<file path="src/rtl/mm3_pkg.sv">
`default_nettype none
// ----------------------------------------------------------------------------
// mm3_pkg
// Shared constants, types and helpers for the 32-bit murmur3 stream hasher.
// ----------------------------------------------------------------------------
package mm3_pkg;

    // body and finalizer constants
    localparam logic [31:0] C_C1 = 32'hcc9e2d51;
    localparam logic [31:0] C_C2 = 32'h1b873593;
    localparam logic [31:0] C_N  = 32'he6546b64;
    localparam logic [31:0] C_F1 = 32'h85ebca6b;
    localparam logic [31:0] C_F2 = 32'hc2b2ae35;

    localparam int unsigned C_ROT_K = 15;
    localparam int unsigned C_ROT_H = 13;

    typedef enum logic [2:0] {
        ST_IDLE,
        ST_SC1,
        ST_SC2,
        ST_MIX,
        ST_FIN0,
        ST_FIN1,
        ST_EMIT
    } t_state;

    typedef enum logic [2:0] {
        OP_NONE,
        OP_TAKE,
        OP_SC1,
        OP_SC2,
        OP_MIX,
        OP_FIN0,
        OP_FIN1,
        OP_EMIT
    } t_dp_op;

    typedef struct packed {
        logic   in_ready;
        t_dp_op op;
    } t_dp_cmd;

    typedef struct packed {
        logic word_done;  // item on the input completes a word
        logic tail_left;  // partial word pending after the item on the input
        logic out_free;   // result register can take a new result
    } t_dp_sts;

    function automatic logic [31:0] rotl32(input logic [31:0] v, input int unsigned r);
        rotl32 = (v << r) | (v >> (32 - r));
    endfunction

endpackage : mm3_pkg
`default_nettype wire

</file>
<file path="src/rtl/mm3_if.sv">
`default_nettype none
// ----------------------------------------------------------------------------
// mm3_if
// Valid/ready channels for message bytes in and hash results out.
// ----------------------------------------------------------------------------
interface mm3_in_if;
    logic        valid;
    logic        ready;
    logic [7:0]  data_byte;
    logic [31:0] seed_value;
    logic        first_item;
    logic        last_item;
    logic        no_byte;

    modport source (
        output valid, data_byte, seed_value, first_item, last_item, no_byte,
        input  ready
    );
    modport sink (
        input  valid, data_byte, seed_value, first_item, last_item, no_byte,
        output ready
    );
endinterface : mm3_in_if

interface mm3_out_if;
    logic        valid;
    logic        ready;
    logic [31:0] hash_value;
    logic [31:0] message_length;

    modport source (
        output valid, hash_value, message_length,
        input  ready
    );
    modport sink (
        input  valid, hash_value, message_length,
        output ready
    );
endinterface : mm3_out_if
`default_nettype wire

</file>
<file path="src/rtl/mm3_datapath.sv">
`default_nettype none
// ----------------------------------------------------------------------------
// mm3_datapath
// Hash, word, phase and length registers, shared multiplier, result register.
// ----------------------------------------------------------------------------
module mm3_datapath import mm3_pkg::*; #(
    parameter int unsigned LENGTH_BITS = 32
) (
    input  wire logic        i_clk,
    input  wire logic        i_rst_n,
    input  wire t_dp_cmd     i_cmd,
    output t_dp_sts          o_sts,
    input  wire logic [7:0]  i_data_byte,
    input  wire logic [31:0] i_seed_value,
    input  wire logic        i_first_item,
    input  wire logic        i_no_byte,
    input  wire logic        i_out_ready,
    output logic             o_out_valid,
    output logic [31:0]      o_hash_value,
    output logic [31:0]      o_message_length
);

    logic [31:0]            r_hash, n_hash;
    logic [31:0]            r_word, n_word;
    logic [1:0]             r_phase, n_phase;
    logic [LENGTH_BITS-1:0] r_len, n_len;
    logic [31:0]            r_k, n_k;
    logic                   r_out_valid, n_out_valid;
    logic [31:0]            r_out_hash, n_out_hash;
    logic [31:0]            r_out_len, n_out_len;

    logic [1:0]             phase_base;
    logic [1:0]             phase_inc;
    logic [31:0]            word_base;
    logic [31:0]            word_new;
    logic [LENGTH_BITS-1:0] len_base;
    logic [31:0]            mul_a;
    logic [31:0]            mul_b;
    logic [31:0]            mul_p;
    logic [31:0]            mix_h;
    logic [31:0]            fin_x;

    // incoming item as seen against the state it lands on
    always_comb begin
        phase_base = i_first_item ? 2'd0 : r_phase;
        word_base  = i_first_item ? 32'd0 : r_word;
        len_base   = i_first_item ? '0 : r_len;
        phase_inc  = phase_base + {1'b0, ~i_no_byte};
        word_new   = word_base;
        if (!i_no_byte) begin
            word_new = word_base | ({24'd0, i_data_byte} << {phase_base, 3'b000});
        end
    end

    assign o_sts.word_done = !i_no_byte && (phase_base == 2'd3);
    assign o_sts.tail_left = (phase_inc != 2'd0);
    assign o_sts.out_free  = !r_out_valid || i_out_ready;

    // shared multiplier
    always_comb begin
        fin_x = r_hash ^ 32'(r_len);
        mul_a = r_word;
        mul_b = C_C1;
        case (i_cmd.op)
            OP_SC2: begin
                mul_a = rotl32(r_k, C_ROT_K);
                mul_b = C_C2;
            end
            OP_FIN0: begin
                mul_a = fin_x ^ (fin_x >> 16);
                mul_b = C_F1;
            end
            OP_FIN1: begin
                mul_a = r_hash ^ (r_hash >> 13);
                mul_b = C_F2;
            end
            default: begin
                mul_a = r_word;
                mul_b = C_C1;
            end
        endcase
        mul_p = mul_a * mul_b;
        mix_h = rotl32(r_hash ^ r_k, C_ROT_H);
    end

    always_comb begin
        n_hash      = r_hash;
        n_word      = r_word;
        n_phase     = r_phase;
        n_len       = r_len;
        n_k         = r_k;
        n_out_valid = r_out_valid && !i_out_ready;
        n_out_hash  = r_out_hash;
        n_out_len   = r_out_len;
        unique case (i_cmd.op)
            OP_NONE: begin
            end
            OP_TAKE: begin
                n_hash  = i_first_item ? i_seed_value : r_hash;
                n_word  = word_new;
                n_phase = phase_inc;
                n_len   = len_base + {{(LENGTH_BITS-1){1'b0}}, ~i_no_byte};
            end
            OP_SC1, OP_SC2: begin
                n_k = mul_p;
            end
            OP_MIX: begin
                if (r_phase == 2'd0) begin
                    // full word: rotate, times five plus constant
                    n_hash = (mix_h << 2) + mix_h + C_N;
                    n_word = 32'd0;
                end else begin
                    // tail bytes: no rotate-and-add
                    n_hash = r_hash ^ r_k;
                end
            end
            OP_FIN0, OP_FIN1: begin
                n_hash = mul_p;
            end
            OP_EMIT: begin
                n_out_valid = 1'b1;
                n_out_hash  = r_hash ^ (r_hash >> 16);
                n_out_len   = 32'(r_len);
                n_hash      = 32'd0;
                n_word      = 32'd0;
                n_phase     = 2'd0;
                n_len       = '0;
            end
            default: begin
            end
        endcase
    end

    always_ff @(posedge i_clk) begin
        if (!i_rst_n) begin
            r_hash      <= 32'd0;
            r_word      <= 32'd0;
            r_phase     <= 2'd0;
            r_len       <= '0;
            r_out_valid <= 1'b0;
        end else begin
            r_hash      <= n_hash;
            r_word      <= n_word;
            r_phase     <= n_phase;
            r_len       <= n_len;
            r_out_valid <= n_out_valid;
        end
    end

    always_ff @(posedge i_clk) begin
        r_k        <= n_k;
        r_out_hash <= n_out_hash;
        r_out_len  <= n_out_len;
    end

    assign o_out_valid      = r_out_valid;
    assign o_hash_value     = r_out_hash;
    assign o_message_length = r_out_len;

endmodule : mm3_datapath
`default_nettype wire

</file>
<file path="src/rtl/mm3_ctrl.sv">
`default_nettype none
// ----------------------------------------------------------------------------
// mm3_ctrl
// Sequencer for word mixing, tail mixing and finalization.
// ----------------------------------------------------------------------------
module mm3_ctrl import mm3_pkg::*; (
    input  wire logic    i_clk,
    input  wire logic    i_rst_n,
    input  wire logic    i_in_valid,
    input  wire logic    i_last_item,
    input  wire t_dp_sts i_sts,
    output t_dp_cmd      o_cmd
);

    t_state r_state, n_state;
    logic   r_last, n_last;

    always_ff @(posedge i_clk) begin
        if (!i_rst_n) begin
            r_state <= ST_IDLE;
            r_last  <= 1'b0;
        end else begin
            r_state <= n_state;
            r_last  <= n_last;
        end
    end

    always_comb begin
        n_state         = r_state;
        n_last          = r_last;
        o_cmd.in_ready  = 1'b0;
        o_cmd.op        = OP_NONE;
        unique case (r_state)
            ST_IDLE: begin
                o_cmd.in_ready = 1'b1;
                if (i_in_valid) begin
                    o_cmd.op = OP_TAKE;
                    n_last   = i_last_item;
                    if (i_sts.word_done) begin
                        n_state = ST_SC1;
                    end else if (i_last_item) begin
                        n_state = i_sts.tail_left ? ST_SC1 : ST_FIN0;
                    end
                end
            end
            ST_SC1: begin
                o_cmd.op = OP_SC1;
                n_state  = ST_SC2;
            end
            ST_SC2: begin
                o_cmd.op = OP_SC2;
                n_state  = ST_MIX;
            end
            ST_MIX: begin
                o_cmd.op = OP_MIX;
                n_state  = r_last ? ST_FIN0 : ST_IDLE;
            end
            ST_FIN0: begin
                o_cmd.op = OP_FIN0;
                n_state  = ST_FIN1;
            end
            ST_FIN1: begin
                o_cmd.op = OP_FIN1;
                n_state  = ST_EMIT;
            end
            ST_EMIT: begin
                if (i_sts.out_free) begin
                    o_cmd.op = OP_EMIT;
                    n_last   = 1'b0;
                    n_state  = ST_IDLE;
                end
            end
            default: begin
                n_state = ST_IDLE;
            end
        endcase
    end

endmodule : mm3_ctrl
`default_nettype wire

</file>
<file path="src/rtl/murmur3_32_stream_hasher_top.sv">
`default_nettype none
// ----------------------------------------------------------------------------
// murmur3_32_stream_hasher_top
// 32-bit murmur3 over a byte stream, one byte per transaction, one hash per
// message.
// ----------------------------------------------------------------------------
//  channel    | dir | interface         | payload
//  i_item     | in  | mm3_in_if.sink    | data_byte, seed_value, first_item,
//             |     |                   | last_item, no_byte
//  o_result   | out | mm3_out_if.source | hash_value, message_length
//
//  a byte that does not complete a word is only accepted; a byte that
//  completes a word goes through accept, two constant multiplies and hash mix,
//  the multiplies through the one shared 32x32 multiplier in the datapath
//  a last transaction first mixes any word or tail bytes left, then runs the
//  fmix32 steps FIN0 and FIN1 and the emit into the result register
//  reset clears control, hash and result-valid state at once; no clearing pass
//  the result register holds a finished hash while the sink stalls; the next
//  message is accepted meanwhile, and only the final emit step waits on it
// ----------------------------------------------------------------------------
module murmur3_32_stream_hasher_top import mm3_pkg::*; #(
    parameter int unsigned LENGTH_BITS = 32   // length counter width, 8..32
) (
    input  wire logic  i_clk,
    input  wire logic  i_rst_n,
    mm3_in_if.sink     i_item,
    mm3_out_if.source  o_result
);

    t_dp_cmd cmd;   // controller to datapath
    t_dp_sts sts;   // datapath to controller

    // the controller only accepts in its idle state
    assign i_item.ready = cmd.in_ready;

    mm3_ctrl u_ctrl (
        .i_clk       (i_clk),
        .i_rst_n     (i_rst_n),
        .i_in_valid  (i_item.valid),
        .i_last_item (i_item.last_item),
        .i_sts       (sts),
        .o_cmd       (cmd)
    );

    // hash state, the shared multiplier and the result register
    mm3_datapath #(
        .LENGTH_BITS (LENGTH_BITS)
    ) u_dp (
        .i_clk            (i_clk),
        .i_rst_n          (i_rst_n),
        .i_cmd            (cmd),
        .o_sts            (sts),
        .i_data_byte      (i_item.data_byte),
        .i_seed_value     (i_item.seed_value),
        .i_first_item     (i_item.first_item),
        .i_no_byte        (i_item.no_byte),
        .i_out_ready      (o_result.ready),
        .o_out_valid      (o_result.valid),
        .o_hash_value     (o_result.hash_value),
        .o_message_length (o_result.message_length)
    );

endmodule : murmur3_32_stream_hasher_top
`default_nettype wire

</file>
<file path="src/flat_wrapper.sv">
// flat-port wrapper written by rule: the top's interface ports become plain ports
module murmur3_32_stream_hasher_top_flat import mm3_pkg::*;
#(
    parameter int unsigned LENGTH_BITS = 32                                 
)
  (i_clk, i_rst_n, i_item_valid, i_item_data_byte, i_item_seed_value, i_item_first_item, i_item_last_item, i_item_no_byte, i_item_ready, o_result_valid, o_result_hash_value, o_result_message_length, o_result_ready);
  mm3_in_if i_item_i ();
  mm3_out_if o_result_i ();
  input  wire logic i_clk;
  input  wire logic i_rst_n;
  input wire logic [$bits(i_item_i.valid)-1:0] i_item_valid;
  input wire logic [$bits(i_item_i.data_byte)-1:0] i_item_data_byte;
  input wire logic [$bits(i_item_i.seed_value)-1:0] i_item_seed_value;
  input wire logic [$bits(i_item_i.first_item)-1:0] i_item_first_item;
  input wire logic [$bits(i_item_i.last_item)-1:0] i_item_last_item;
  input wire logic [$bits(i_item_i.no_byte)-1:0] i_item_no_byte;
  output wire logic [$bits(i_item_i.ready)-1:0] i_item_ready;
  output wire logic [$bits(o_result_i.valid)-1:0] o_result_valid;
  output wire logic [$bits(o_result_i.hash_value)-1:0] o_result_hash_value;
  output wire logic [$bits(o_result_i.message_length)-1:0] o_result_message_length;
  input wire logic [$bits(o_result_i.ready)-1:0] o_result_ready;
  assign i_item_i.valid = i_item_valid;
  assign i_item_i.data_byte = i_item_data_byte;
  assign i_item_i.seed_value = i_item_seed_value;
  assign i_item_i.first_item = i_item_first_item;
  assign i_item_i.last_item = i_item_last_item;
  assign i_item_i.no_byte = i_item_no_byte;
  assign i_item_ready = i_item_i.ready;
  assign o_result_valid = o_result_i.valid;
  assign o_result_hash_value = o_result_i.hash_value;
  assign o_result_message_length = o_result_i.message_length;
  assign o_result_i.ready = o_result_ready;
  murmur3_32_stream_hasher_top #(.LENGTH_BITS(LENGTH_BITS)) u_core (.i_clk(i_clk), .i_rst_n(i_rst_n), .i_item(i_item_i), .o_result(o_result_i));
endmodule
</file>
<file path="config.mk">
export PLATFORM = sky130hd
export DESIGN_NAME = murmur3_32_stream_hasher_top_flat
export DESIGN_NICKNAME = d
export VERILOG_FILES = /design/src/rtl/mm3_pkg.sv /design/src/rtl/mm3_if.sv /design/src/rtl/mm3_datapath.sv /design/src/rtl/mm3_ctrl.sv /design/src/rtl/murmur3_32_stream_hasher_top.sv /design/src/flat_wrapper.sv
export SDC_FILE = /design/constraint.sdc
export NUM_CORES = 2
export LEC_CHECK = 0
export BUFFER_PORTS_ARGS = -buffer_cell sky130_fd_sc_hd__buf_2
export CAP_MARGIN = 30
export CORE_MARGIN = 2
export CORE_UTILIZATION = 42
export DETAILED_ROUTE_END_ITERATION = 12
export PLACE_DENSITY = 0.66
export REMOVE_ABC_BUFFERS = 1
export SLEW_MARGIN = 20
export SYNTH_ARGS = -nofsm -noshare
export SYNTH_HDL_FRONTEND = slang
export SYNTH_SLANG_ARGS = --single-unit
</file>
<file path="constraint.sdc">
create_clock -name i_clk -period 9.36 [get_ports i_clk]
set_input_delay 2.34 -clock i_clk [delete_from_list [all_inputs] [get_ports i_clk]]
set_output_delay 2.34 -clock i_clk [all_outputs]
set_load 0.02 [all_outputs]
</file>
==> flow_summary.ini <==
[final_layout]
fin_cells = 3892
drive_gt1_share_pct = 10.9
nets = 3677
fill_cells = 6012
multiInputGateArea_um2 = 18700
design_area_um2 = 29200
area_delta_synth_final_pct = 10.9
seq_area_um2 = 4950

[min_path]
hold_path_class = flip-flop to flip-flop
min-delay-start = u_core.u_ctrl.r_last$_SDFFE_PN0P_

[synth]
ys_warn_count = 0
synthCells = 2900
synth_async_sr_flop_share_pct = 0
yosys.area.top_type = fa_1
synth_edf_count = 96
synth-seq-area-share_pct = 18.8
synth_area_leaders = fa_1, edfxtp_1, ha_1
synth_seq_cells = 199
netlist_area_um2 = 26300
synth_top_area_share_pct = 30.1
synthFlopType = dfxtp_1
avgSynthCellArea_um2 = 9.07
yosysUniqueCellTypes = 79

[sta]
skew_ns = 0.0180
fin_crit_sh_pct = 96.9
worst_pin_slew_ns = 1.04
tns_ns = 0
whs_ns = 0.507
hold_violations = 0
rsz0062_at_grt = no
drv_slew = 0
maxSlewHeadroom_pct = 30.2
fmax_mhz = 110
finalCriticalPeriod_ns = 9.07
setup_violations = 0

[detailed_routing]
dr.pass1.iters = 6
avgRoutedWirePerCell_um = 27.3
drc = 0
wl_um = 106000
drtAntennaViolNets = 0
via_count = 21861
vias_per_cell = 5.62
first_iter_violations = 2811

[placement]
place_inst = 3858
finalWeightedCongestion = 1.05
placed_cell_area_um2 = 28500
io_buffers = 112
dp_hpwl_um = 90400

[worst_setup_path]
path_class = flip-flop to flip-flop
regToRegStartpoint = u_core.u_ctrl.r_state[1]$_SDFFE_PN0P_
crit_top_cell = fa_1
crit_buf_inv = 7
worstPathArrival_ns = 9.42
path_max_fanout = 33
crit_family = adder cells
cp-startpoint = u_core.u_ctrl.r_state[1]$_SDFFE_PN0P_
startpoint_type = flip-flop
slowest_delay_ns = 0.57
cp-end-kind = flip-flop
cp_slowest_cell = fa_1
critPathRequiredTime_ns = 9.71

[clock_tree]
htree_levels = 4
numCtsBuffers = 17
cts.sinks = 199
path_clk_slew_ns = 0.08
holdBufCountCts = 0
cts_tree = yes
clk_latency_ns = 0.46
clockRootBuffer = clkbuf_16
clock_path_buffers = 2

[floorplanning]
die_x_um = 254
dieArea_um2 = 64600
boundaryPins = 113
initial_core_util_pct = 42.5
die_y_um = 254
core_area_um2 = 61800
rows = 91

[global_routing]
grt_pass1_wl_um = 154000
grt-ovfl-total = 0
grt_pass1_vias = 21986
grt_max_degree = 81
grtUsageTotal_pct = 33.7
antenna_found_initial = 1

[run]
cap_violations = 0

[run_status]
status = completed
==> through the flow <==
step	worst slack [ns]	util (%)
3_3_place_gp	0.0378	46.1
3_5_place_dp	0.135	46.1
4_1_cts	0.0897	47.0
6_report	0.294	47.2
5_1_grt	0.0131	47.2
2_1_floorplan	-2.68	-
==> what timing repair did <==
| action | in CTS | in global routing |
|---|---|---|
| setup buffers | 0 | 1 |
| resized for setup | 0 | 20 |
| endpoints found under the setup margin | 0 | 11 |
==> final cells by class <==
| cell class | count | area share, % |
|---|---|---|
| clock buffer | 19 | 1.56 |
| sequential | 199 | 17.0 |
| clock inverter | 13 | 0.446 |
| antenna | 1 | 0.00858 |
| timing repair buffer | 253 | 5.71 |
| tap | 837 | 3.59 |
| inverter | 593 | 7.63 |
| multi-input combinational | 1977 | 64.1 |
==> worst paths after layout <==
path                                                             to  slack (ns)  cells after the start
worst max register to register  u_core.u_dp.r_hash[31]$_SDFFE_PN0P_        0.29                     32
worst min-delay path              u_core.u_ctrl.r_last$_SDFFE_PN0P_        0.51                      2
worst max-delay path            u_core.u_dp.r_hash[31]$_SDFFE_PN0P_        0.29                     32
worst min register to register    u_core.u_ctrl.r_last$_SDFFE_PN0P_        0.51                      2
==> state kept, by name, summed over array words and instances (netlist names) <==
register / cells
u_core.u_ctrl.r_last: 1
u_core.u_ctrl.r_state: 3
u_core.u_dp.o_hash_value: 32
u_core.u_dp.o_message_length: 32
u_core.u_dp.o_out_valid: 1
u_core.u_dp.r_hash: 32
u_core.u_dp.r_k: 32
u_core.u_dp.r_len: 32
u_core.u_dp.r_phase: 2
u_core.u_dp.r_word: 32
==> per-layer routing <==
metal	up-vias	part of all wire (%)	track usage (%)
met4	0	5.2	14.6
met1	10866	41	46.6
met3	223	10	6.50
met5	-	0	0
li1	9484	-	-
met2	1288	44	51.4
==> cells in the mapped netlist (all sizes together) (72+ instances only) <==
cell / count
o21ai: 90
edfxtp: 96
inv: 593
nand2: 262
xnor2: 136
nor2: 205
dfxtp: 103
clkbuf: 116
a21oi: 156
fa: 395
ha: 194
xor2: 72
==> tightest hold or removal path, delay by kind of cell (launching register included) <==
| family | cells | cell delay [ns] |
|---|---|---|
| AND/OR/NAND/NOR | 2 | 0.15 |
| flip-flops | 1 | 0.32 |
==> kinds of logic after synthesis <==
logic type | synth area share [%]
AOI/OAI and AO/OA | 11.7
buffers and inverters | 10.5
and+or+nand+nor | 11.8
xor gates and xnor gates | 7.47
DFF | 18.8
adders and majority gates | 39.3
muxes | 0.424
==> layout by cell type, fill, tap and decap left out, drive strengths merged, types with 8 or more instances in the layout <==
cell	netlist	final
a21boi	8	8
a21o	28	28
a21oi	156	156
a221oi	15	15
a22oi	51	51
a311oi	8	8
a31oi	22	22
and2	29	29
and3	27	27
buf	15	253
clkbuf	116	19
dfxtp	103	103
edfxtp	96	96
fa	395	395
ha	194	194
inv	593	603
mux2i	10	10
nand2	262	262
nand2b	27	27
nand3	23	23
nand4	11	11
nor2	205	205
nor2b	29	29
nor3	26	26
o211ai	18	18
o21a	15	15
o21ai	90	90
o21bai	10	10
o31ai	8	8
or2	11	11
xnor2	136	136
xor2	72	72
Power is not shown: default switching activity piles up to over one toggle a cycle in this logic, so the estimate is an artifact.
